### src/design/dependency_graph_topo_sort_cull_top_defines.svh
// ----------------------------------------------------------------------------
// Dependency graph scheduler assertion macros
// Shared property forms for the top level checks.
// ----------------------------------------------------------------------------
`ifndef DEPENDENCY_GRAPH_TOPO_SORT_CULL_TOP_DEFINES_SVH
`define DEPENDENCY_GRAPH_TOPO_SORT_CULL_TOP_DEFINES_SVH

// same-cycle implication
`define DGTS_ASSERT_IMP(lbl, ante, cons, msg) \
    lbl: assert property (@(posedge i_clk) disable iff (!i_rst_n) (ante) |-> (cons)) \
        else $error(msg);

// next-cycle implication
`define DGTS_ASSERT_NXT(lbl, ante, cons, msg) \
    lbl: assert property (@(posedge i_clk) disable iff (!i_rst_n) (ante) |=> (cons)) \
        else $error(msg);

`endif

### src/design/dgts_pkg.sv
// ----------------------------------------------------------------------------
// Dependency graph scheduler package
// Word layouts, edge record, command, kind and status codes.
// ----------------------------------------------------------------------------
package dgts_pkg;

    localparam int MAX_NODES = 16;
    localparam int MAX_EDGES = 32;
    localparam int EW        = $clog2(MAX_EDGES);
    localparam int CW        = EW + 1;

    localparam logic [1:0] CMD_ADD   = 2'd0;
    localparam logic [1:0] CMD_BUILD = 2'd1;
    localparam logic [1:0] CMD_CLEAR = 2'd2;

    localparam logic [2:0] K_ACK  = 3'd0;
    localparam logic [2:0] K_PASS = 3'd1;
    localparam logic [2:0] K_ATT  = 3'd2;
    localparam logic [2:0] K_BAR  = 3'd3;
    localparam logic [2:0] K_DONE = 3'd4;

    localparam logic [2:0] ST_OK       = 3'd0;
    localparam logic [2:0] ST_BAD_EDGE = 3'd1;
    localparam logic [2:0] ST_FULL     = 3'd2;
    localparam logic [2:0] ST_NO_OUT   = 3'd3;
    localparam logic [2:0] ST_BAD_OUT  = 3'd4;
    localparam logic [2:0] ST_CYCLE    = 3'd5;

    localparam logic [1:0] CFG_NODE_COUNT  = 2'd0;
    localparam logic [1:0] CFG_OUTPUT_MASK = 2'd1;

    localparam logic [1:0] U_COLOR = 2'd0;
    localparam logic [1:0] U_DEPTH = 2'd1;

    typedef struct packed {
        logic [1:0]  cmd;
        logic [3:0]  from_node;
        logic [3:0]  to_node;
        logic [15:0] resource_id;
        logic [3:0]  src_usage;
        logic [3:0]  dst_usage;
    } t_in_word;

    typedef struct packed {
        logic [2:0]  kind;
        logic [3:0]  node;
        logic [3:0]  source_node;
        logic [15:0] resource;
        logic [3:0]  usage_before;
        logic [3:0]  usage_after;
        logic [2:0]  status;
        logic [4:0]  pass_count;
        logic        last;
    } t_out_word;

    typedef struct packed {
        logic [3:0]  from_node;
        logic [3:0]  to_node;
        logic [15:0] res;
        logic [3:0]  su;
        logic [3:0]  du;
    } t_edge;

    typedef struct packed {
        logic          we;
        logic [EW-1:0] waddr;
        t_edge         wdata;
        logic [EW-1:0] raddr;
    } t_mem_req;

    function automatic logic is_attach(input logic [3:0] u);
        return (u == {2'b00, U_COLOR}) || (u == {2'b00, U_DEPTH});
    endfunction

endpackage

### src/design/dgts_edge_mem.sv
// ----------------------------------------------------------------------------
// Edge table memory
// One write port, one registered read port.
// ----------------------------------------------------------------------------
module dgts_edge_mem (
    input  logic              i_clk,
    input  dgts_pkg::t_mem_req i_req,
    output dgts_pkg::t_edge    o_rd_data
);
    import dgts_pkg::*;

    t_edge mem [MAX_EDGES];

    always_ff @(posedge i_clk) begin
        if (i_req.we) begin
            mem[i_req.waddr] <= i_req.wdata;
        end
        o_rd_data <= mem[i_req.raddr];
    end

endmodule

### src/design/dgts_ctrl.sv
// ----------------------------------------------------------------------------
// Scheduler sequencer
// Edge loading, in-degree count, Kahn sort, backward cull and plan output.
// ----------------------------------------------------------------------------
module dgts_ctrl (
    input  logic                i_clk,
    input  logic                i_rst_n,
    input  logic                i_start,
    input  dgts_pkg::t_in_word  i_word,
    input  logic [4:0]          i_node_count,
    input  logic [15:0]         i_out_mask,
    input  dgts_pkg::t_edge     i_rd_data,
    output logic                o_busy,
    output logic                o_stb,
    output dgts_pkg::t_out_word o_res,
    output dgts_pkg::t_mem_req  o_req
);
    import dgts_pkg::*;

    localparam logic [3:0] S_IDLE = 4'd0;
    localparam logic [3:0] S_CNT  = 4'd1;
    localparam logic [3:0] S_SEED = 4'd2;
    localparam logic [3:0] S_POP  = 4'd3;
    localparam logic [3:0] S_DEC  = 4'd4;
    localparam logic [3:0] S_CULL = 4'd5;
    localparam logic [3:0] S_ESEL = 4'd6;
    localparam logic [3:0] S_EDEP = 4'd7;

    localparam logic [4:0] NMAX = 5'(MAX_NODES);
    localparam logic [CW-1:0] EMAX = CW'(MAX_EDGES);

    logic [3:0]    r_state, n_state;
    logic [CW-1:0] r_cnt, n_cnt;
    logic [EW-1:0] r_sw_idx;
    logic          r_sw_on, r_pv, r_pl;
    logic          sw_start;
    logic [5:0]    r_deg [MAX_NODES];
    logic [5:0]    n_deg [MAX_NODES];
    logic [3:0]    r_q [MAX_NODES];
    logic [3:0]    n_q [MAX_NODES];
    logic [4:0]    r_i, n_i, r_head, n_head, r_tail, n_tail, r_kept, n_kept;
    logic [3:0]    r_v, n_v;
    logic [15:0]   r_keep, n_keep;
    logic          r_bad, n_bad, r_chg, n_chg;

    logic [4:0]  nn;
    logic [15:0] vmask;
    logic        sw_done, bad_now, chg_now;
    logic [5:0]  dec;
    logic [3:0]  sel;
    logic [2:0]  st;

    assign nn      = (i_node_count > NMAX) ? NMAX : i_node_count;
    assign vmask   = 16'((17'd1 << nn) - 17'd1);
    assign sw_done = (r_pv && r_pl) || (!r_sw_on && !r_pv);
    assign o_busy  = (r_state != S_IDLE);

    always_comb begin
        n_state = r_state;
        n_cnt   = r_cnt;
        n_deg   = r_deg;
        n_q     = r_q;
        n_i     = r_i;
        n_head  = r_head;
        n_tail  = r_tail;
        n_kept  = r_kept;
        n_v     = r_v;
        n_keep  = r_keep;
        n_bad   = r_bad;
        n_chg   = r_chg;
        sw_start = 1'b0;
        o_stb   = 1'b0;
        o_res   = '0;
        o_req   = '0;
        o_req.raddr = r_sw_idx;
        bad_now = r_bad;
        chg_now = r_chg;
        dec     = '0;
        sel     = '0;
        st      = ST_OK;
        case (r_state)
            S_IDLE: begin
                if (i_start) begin
                    case (i_word.cmd)
                        CMD_ADD: begin
                            if ({1'b0, i_word.from_node} >= nn || {1'b0, i_word.to_node} >= nn
                                || i_word.from_node == i_word.to_node) begin
                                st = ST_BAD_EDGE;
                            end else if (r_cnt >= EMAX) begin
                                st = ST_FULL;
                            end else begin
                                o_req.we    = 1'b1;
                                o_req.waddr = r_cnt[EW-1:0];
                                o_req.wdata = '{from_node: i_word.from_node,
                                                to_node: i_word.to_node,
                                                res: i_word.resource_id,
                                                su: i_word.src_usage,
                                                du: i_word.dst_usage};
                                n_cnt = r_cnt + CW'(1);
                            end
                            o_stb              = 1'b1;
                            o_res.kind         = K_ACK;
                            o_res.node         = i_word.to_node;
                            o_res.source_node  = i_word.from_node;
                            o_res.resource     = i_word.resource_id;
                            o_res.usage_before = i_word.src_usage;
                            o_res.usage_after  = i_word.dst_usage;
                            o_res.status       = st;
                            o_res.last         = 1'b1;
                        end
                        CMD_BUILD: begin
                            n_keep = '0;
                            if (i_out_mask == 16'd0) begin
                                o_stb        = 1'b1;
                                o_res.kind   = K_DONE;
                                o_res.status = ST_NO_OUT;
                                o_res.last   = 1'b1;
                            end else if ((i_out_mask & ~vmask) != 16'd0) begin
                                o_stb        = 1'b1;
                                o_res.kind   = K_DONE;
                                o_res.status = ST_BAD_OUT;
                                o_res.last   = 1'b1;
                            end else begin
                                for (int k = 0; k < MAX_NODES; k++) begin
                                    n_deg[k] = '0;
                                end
                                n_bad    = 1'b0;
                                sw_start = 1'b1;
                                n_state  = S_CNT;
                            end
                        end
                        CMD_CLEAR: begin
                            n_cnt      = '0;
                            o_stb      = 1'b1;
                            o_res.kind = K_ACK;
                            o_res.last = 1'b1;
                        end
                        default: ;
                    endcase
                end
            end
            S_CNT: begin
                if (r_pv) begin
                    if ({1'b0, i_rd_data.from_node} >= nn || {1'b0, i_rd_data.to_node} >= nn) begin
                        bad_now = 1'b1;
                    end
                    n_deg[i_rd_data.to_node] = r_deg[i_rd_data.to_node] + 6'd1;
                end
                n_bad = bad_now;
                if (sw_done) begin
                    if (bad_now) begin
                        o_stb        = 1'b1;
                        o_res.kind   = K_DONE;
                        o_res.status = ST_BAD_EDGE;
                        o_res.last   = 1'b1;
                        n_state      = S_IDLE;
                    end else begin
                        n_i     = '0;
                        n_head  = '0;
                        n_tail  = '0;
                        n_state = S_SEED;
                    end
                end
            end
            S_SEED: begin
                if (r_i == nn) begin
                    n_state = S_POP;
                end else begin
                    if (r_deg[r_i[3:0]] == 6'd0) begin
                        n_q[r_tail[3:0]] = r_i[3:0];
                        n_tail = r_tail + 5'd1;
                    end
                    n_i = r_i + 5'd1;
                end
            end
            S_POP: begin
                if (r_head == r_tail) begin
                    if (r_tail != nn) begin
                        o_stb        = 1'b1;
                        o_res.kind   = K_DONE;
                        o_res.status = ST_CYCLE;
                        o_res.last   = 1'b1;
                        n_state      = S_IDLE;
                    end else begin
                        n_keep   = i_out_mask;
                        n_chg    = 1'b0;
                        sw_start = 1'b1;
                        n_state  = S_CULL;
                    end
                end else begin
                    n_v      = r_q[r_head[3:0]];
                    n_head   = r_head + 5'd1;
                    sw_start = 1'b1;
                    n_state  = S_DEC;
                end
            end
            S_DEC: begin
                if (r_pv && i_rd_data.from_node == r_v) begin
                    dec = r_deg[i_rd_data.to_node] - 6'd1;
                    n_deg[i_rd_data.to_node] = dec;
                    if (dec == 6'd0 && r_tail < NMAX) begin
                        n_q[r_tail[3:0]] = i_rd_data.to_node;
                        n_tail = r_tail + 5'd1;
                    end
                end
                if (sw_done) begin
                    n_state = S_POP;
                end
            end
            S_CULL: begin
                if (r_pv && r_keep[i_rd_data.to_node] && !r_keep[i_rd_data.from_node]) begin
                    n_keep[i_rd_data.from_node] = 1'b1;
                    chg_now = 1'b1;
                end
                n_chg = chg_now;
                if (sw_done) begin
                    if (chg_now) begin
                        n_chg    = 1'b0;
                        sw_start = 1'b1;
                    end else begin
                        n_i     = '0;
                        n_kept  = '0;
                        n_state = S_ESEL;
                    end
                end
            end
            S_ESEL: begin
                if (r_i == nn) begin
                    o_stb            = 1'b1;
                    o_res.kind       = K_DONE;
                    o_res.pass_count = r_kept;
                    o_res.last       = 1'b1;
                    n_state          = S_IDLE;
                end else begin
                    sel = r_q[r_i[3:0]];
                    if (r_keep[sel]) begin
                        o_stb      = 1'b1;
                        o_res.kind = K_PASS;
                        o_res.node = sel;
                        n_kept     = r_kept + 5'd1;
                        n_v        = sel;
                        sw_start   = 1'b1;
                        n_state    = S_EDEP;
                    end else begin
                        n_i = r_i + 5'd1;
                    end
                end
            end
            S_EDEP: begin
                if (r_pv && i_rd_data.to_node == r_v) begin
                    o_stb              = 1'b1;
                    o_res.kind         = (is_attach(i_rd_data.su) && is_attach(i_rd_data.du))
                                         ? K_ATT : K_BAR;
                    o_res.node         = i_rd_data.to_node;
                    o_res.source_node  = i_rd_data.from_node;
                    o_res.resource     = i_rd_data.res;
                    o_res.usage_before = i_rd_data.su;
                    o_res.usage_after  = i_rd_data.du;
                end
                if (sw_done) begin
                    n_i     = r_i + 5'd1;
                    n_state = S_ESEL;
                end
            end
            default: n_state = S_IDLE;
        endcase
    end

    always_ff @(posedge i_clk) begin
        if (!i_rst_n) begin
            r_state  <= S_IDLE;
            r_cnt    <= '0;
            r_sw_on  <= 1'b0;
            r_pv     <= 1'b0;
            r_pl     <= 1'b0;
            r_sw_idx <= '0;
        end else begin
            r_state <= n_state;
            r_cnt   <= n_cnt;
            if (sw_start) begin
                r_sw_idx <= '0;
                r_sw_on  <= (r_cnt != '0);
                r_pv     <= 1'b0;
                r_pl     <= 1'b0;
            end else begin
                r_pv <= r_sw_on;
                r_pl <= r_sw_on && ({1'b0, r_sw_idx} == r_cnt - CW'(1));
                if (r_sw_on) begin
                    r_sw_idx <= r_sw_idx + EW'(1);
                    if ({1'b0, r_sw_idx} == r_cnt - CW'(1)) begin
                        r_sw_on <= 1'b0;
                    end
                end
            end
        end
        r_deg  <= n_deg;
        r_q    <= n_q;
        r_i    <= n_i;
        r_head <= n_head;
        r_tail <= n_tail;
        r_kept <= n_kept;
        r_v    <= n_v;
        r_keep <= n_keep;
        r_bad  <= n_bad;
        r_chg  <= n_chg;
    end

endmodule

### src/design/dependency_graph_topo_sort_cull_top.sv
// Edge add and clear: the acknowledge word appears in the cycle after start.
// Build reads one edge per cycle, sweeping the table to count in-degrees, then
// per sorted node, per cull pass until the retained set settles, per kept pass.
// Words leave one per cycle at most; the plan-done word carries last.
// Synchronous active-low reset empties the edge table and clears both registers.
// ----------------------------------------------------------------------------
// Dependency graph scheduler top
// Config registers, edge memory, sequencer and registered result word.
// ----------------------------------------------------------------------------
`include "dependency_graph_topo_sort_cull_top_defines.svh"

module dependency_graph_topo_sort_cull_top (
    input  logic                i_clk,
    input  logic                i_rst_n,
    input  logic                i_start,
    output logic                o_busy,
    input  dgts_pkg::t_in_word  i_word,
    input  logic                i_cfg_we,
    input  logic [1:0]          i_cfg_idx,
    input  logic [15:0]         i_cfg_data,
    output logic                o_strobe,
    output dgts_pkg::t_out_word o_word
);
    import dgts_pkg::*;

    logic [4:0]  r_node_count;
    logic [15:0] r_out_mask;
    logic        r_stb, stb;
    t_out_word   r_word, res;
    t_mem_req    req;
    t_edge       rd_data;

    always_ff @(posedge i_clk) begin
        if (!i_rst_n) begin
            r_node_count <= '0;
            r_out_mask   <= '0;
            r_stb        <= 1'b0;
        end else begin
            r_stb <= stb;
            if (i_cfg_we && i_cfg_idx == CFG_NODE_COUNT) begin
                r_node_count <= i_cfg_data[4:0];
            end
            if (i_cfg_we && i_cfg_idx == CFG_OUTPUT_MASK) begin
                r_out_mask <= i_cfg_data;
            end
        end
        r_word <= res;
    end

    dgts_edge_mem u_mem (
        .i_clk     (i_clk),
        .i_req     (req),
        .o_rd_data (rd_data)
    );

    dgts_ctrl u_ctrl (
        .i_clk        (i_clk),
        .i_rst_n      (i_rst_n),
        .i_start      (i_start),
        .i_word       (i_word),
        .i_node_count (r_node_count),
        .i_out_mask   (r_out_mask),
        .i_rd_data    (rd_data),
        .o_busy       (o_busy),
        .o_stb        (stb),
        .o_res        (res),
        .o_req        (req)
    );

    assign o_strobe = r_stb;
    assign o_word   = r_word;

    `DGTS_ASSERT_IMP(a_last_idle, o_strobe && o_word.last, !o_busy, "last word while busy")
    `DGTS_ASSERT_NXT(a_add_ack, i_start && !o_busy && i_word.cmd == CMD_ADD, o_strobe && o_word.last && o_word.kind == K_ACK, "add not acknowledged")
    `DGTS_ASSERT_IMP(a_pass_mid, o_strobe && o_word.kind == K_PASS, !o_word.last && o_word.status == ST_OK, "pass word malformed")

endmodule
### config.mk
export PLATFORM = sky130hd
export DESIGN_NAME = dependency_graph_topo_sort_cull_top
export DESIGN_NICKNAME = d
export VERILOG_FILES = /design/src/design/dgts_pkg.sv /design/src/design/dgts_edge_mem.sv /design/src/design/dgts_ctrl.sv /design/src/design/dependency_graph_topo_sort_cull_top.sv
export VERILOG_INCLUDE_DIRS = /design/src /design/src/design
export SDC_FILE = /design/constraint.sdc
export NUM_CORES = 2
export LEC_CHECK = 0
export BUFFER_PORTS_ARGS = -buffer_cell sky130_fd_sc_hd__buf_2
export CORE_UTILIZATION = 25
export DETAILED_ROUTE_END_ITERATION = 6
export GPL_TIMING_DRIVEN = 1
export PLACE_DENSITY = 0.44
export SYNTH_ARGS = -nofsm -noshare
export SYNTH_HDL_FRONTEND = slang
export SYNTH_SLANG_ARGS = --single-unit
### constraint.sdc
create_clock -name i_clk -period 10.9 [get_ports i_clk]
set_input_delay 1.635 -clock i_clk [delete_from_list [all_inputs] [get_ports i_clk]]
set_output_delay 1.635 -clock i_clk [all_outputs]
set_load 0.02 [all_outputs]
==> qor.csv <==
metric;value;unit
status;finished, final reports clean;
worst reg2reg startpoint;r_node_count[0];
Power Total;13.1;mW
Clock Sinks;1341;
HP Start;u_mem.o_rd_data[8];
Max Transition Viols Final;0;
grt total ovfl;0;
Max Used Layer;met5;
worst reg2reg path depth;12;
max cap viols;0;
vias per cell;4.74;
Die Wd;473;um
RSZ-0062 raised after global routing;no;
FP Rows;172;
first-pass GRT wire length;230000;um
CTS tree;done;
remaining routing DRC violations;0;
met2 wire length;75700;um
Syn Std Cell Area;55400;um^2
CP Launch Type;flop;
Netlist cell types;73;
clk slew on worst S/H paths;0.07;ns
ANT nets after route;0;
most frequent cells in the layout;edfxtp_1 (1226), mux4_2 (398), nor2_1 (211), clkbuf_16 (146), nand2_1 (124);
Clk Latency, worst-skew pair;0.80;ns
Die Area;223000;um^2
Post-CTS Resized;0;
RR Endpoint;u_mem.mem[13][21];
clk root buf;clkbuf_16;
Power Density;203;nW/um^2
Max-slew headroom;16.0;%
gr usage total;14.3;%
detailed-route via count;29600;
crit path from;r_node_count[0];
Final setup viols;0;
Worst EP arrival;6.27;ns
RD Place Congestion;0.810;
clock skew;0.0314;ns
H-tree Lvls;4;
EDFF count, synth;1226;
HP Class;reg2reg;
FILL cells;21800;
largest net degree at the start of global routing;122;
syn nets;3095;
Max Fclk;171;MHz
Detail Placement HPWL;94200;um
Syn Inst Count;3005;
Syn. warnings;0;
Worst Path Required;11.34;ns
Final WS setup;5.07;ns
Fin. Hold Viols;0;
Post-CTS Setup Bufs;0;
synthesized area per cell;18.4;um^2
post-synthesis async set-or-reset flop share;0;%
Buffers on Ports;101;
wirelength, routed;161000;um
cts hold-fix bufs;0;
layout cells sized above 1;27.2;%
Routed met3 length;8710;um
predominant post-synthesis flop cell;edfxtp_1;
Worst Tran Pin Value;1.26;ns
core area;220000;um^2
sequential fraction of the synthesis area;70.6;%
worst vdd ir;126;uV
Initial Util;25.2;%
Die Y;473;um
FF-to-FF setup slack;5.07;ns
Setup WS pre-CTS;4.29;ns
fin crit share;53.5;%
min cycle time layout;5.83;ns
antenna violations before repair;16;
First-pass DRT Iterations;5;
CP endpoint;u_mem.mem[13][21];
vias in the first global route;30100;
IO Pins;102;
Lkg Pwr;21.3;nW
Initial DRC Count;2707;
Sum Neg Setup Slack;0;ns
Crit Path Max Fanout;35;
NumNets Final;3238;
flops & latches, synth;1341;
Layout area overhead;16.5;%
CTS max path bufs;3;
Routed met1 length;73200;um
most common cell after layout, fill and taps aside;edfxtp_1;
Setup CP Type;reg2reg;
endpoint class of the critical path;flop;
WL/cell;25.8;um
TritonCTS buffer count;143;
==> final cells by class <==
| class | count | area, um^2 | area share (%) |
|---|---|---|---|
| Clock inverter | 64 | 653 | 1.01 |
| Clock buffer | 202 | 4050 | 6.28 |
| Inverter | 42 | 158 | 0.244 |
| Antenna cell | 3 | 7.51 | 0.0116 |
| Timing Repair Buffer | 176 | 1120 | 1.73 |
| Tap cell | 2958 | 3700 | 5.73 |
| Sequential cell | 1341 | 39100 | 60.6 |
| Multi-Input combinational cell | 1444 | 15700 | 24.4 |
==> power by group <==
group / switching (mW) / leakage, nW / internal, mW
sequential: 0.260 / 13.4 / 5.92
clock: 2.13 / 2.29 / 2.75
combinational: 1.23 / 5.54 / 0.788
==> how the worst min path moves through the flow <==
stage | end | depth (start not counted)
after floorplan | o_word[13] | 1
after global placement | o_word[32] | 1
after detailed placement | o_word[22] | 1
after CTS | o_word[17] | 1
after global routing | o_word[26] | 1
final | o_word[17] | 1
==> registers in the layout, summed over array words and instances, names as in the netlist, 3 cells and up <==
name and cells:
o_word 44, r_node_count 5, r_out_mask 16, u_mem.o_rd_data 32
u_ctrl.r_i 5, u_ctrl.r_tail 5, u_ctrl.r_state 3, u_mem.mem 1024
u_ctrl.r_v 4, u_ctrl.r_keep 16, u_ctrl.r_sw_idx 5, u_ctrl.r_head 5
u_ctrl.r_cnt 6, u_ctrl.r_deg 96, u_ctrl.r_kept 5, u_ctrl.r_q 64
==> layer usage <==
metal	track usage, %	vias to the layer above
met5	0	-
met4	3.66	2
met3	2.84	195
met2	22.6	876
met1	20.0	15900
li1	-	12600
==> critical path, stage by stage, from the launching register on <==
cell	delay, ns
dfxtp_1	0.66
nor2b_1	0.48
ha_1	0.32
nand2b_1	0.14
a21o_1	0.17
a21oi_1	0.17
o221ai_1	0.22
a211oi_4	0.27
buf_4	0.49
and2_1	0.31
nand3_1	0.73
nor2_4	0.95
buf_4	0.51
==> Yosys cell counts (4+ instances only) <==
master,n,area (um^2)
buf_1,35,131
nand3b_1,8,60.1
dfxtp_1,115,2300
a31oi_1,12,75.1
o22ai_1,7,43.8
and2_1,12,75.1
buf_2,11,55.1
o2111ai_1,4,35.0
or2_2,4,25.0
inv_1,41,154
a21o_1,8,60.1
xor2_1,29,254
nor4b_1,4,35.0
edfxtp_1,1226,36800
nand2_1,124,465
clkbuf_1,130,488
nand4_1,5,31.3
o21ai_0,47,235
nand3_1,34,170
or4_1,11,82.6
or3_1,5,31.3
nor2b_1,17,106
and3_1,39,244
nor3_1,21,105
ha_1,34,425
nor2_1,246,923
mux4_2,398,8960
a21oi_1,67,335
a22oi_1,6,45.0
a22o_1,82,718
o31ai_1,12,90.1
a311oi_1,5,43.8
mux2i_1,9,90.1
a211oi_1,40,300
nand2b_1,14,87.6
or4b_2,4,40.0
mux2_2,34,383
o211ai_1,5,37.5
xnor2_1,21,184
o221ai_1,4,35.0
nor4_1,23,144
==> through the flow <==
stage          instances  hold slack (ns)  cell area (um^2)  utilization [%]
6_report            6230            0.431             64600             29.4
5_1_grt             6228            0.455             64500             29.3
4_1_cts             6227            0.441             64500             29.3
3_5_place_dp        5961            0.440             59800             27.2
3_3_place_gp        5961            0.442             59800             27.2
2_1_floorplan       3005            0.420             55400                -
==> logic make-up (layout without fill, tap and decap cells) <==
kind of cell | Yosys count | after routing | share of synthesized area, %
xor gates and xnor gates | 50 | 50 | 0.790
DFF | 1341 | 1341 | 70.6
muxes | 441 | 441 | 17.0
adders and majority gates | 34 | 34 | 0.768
buffers and inverters | 220 | 484 | 1.54
other | 0 | 3 | 0
AOI/OAI and AO/OA | 334 | 334 | 4.30
and+or+nand+nor | 585 | 585 | 4.96
Power figures use the tool's default switching activity.
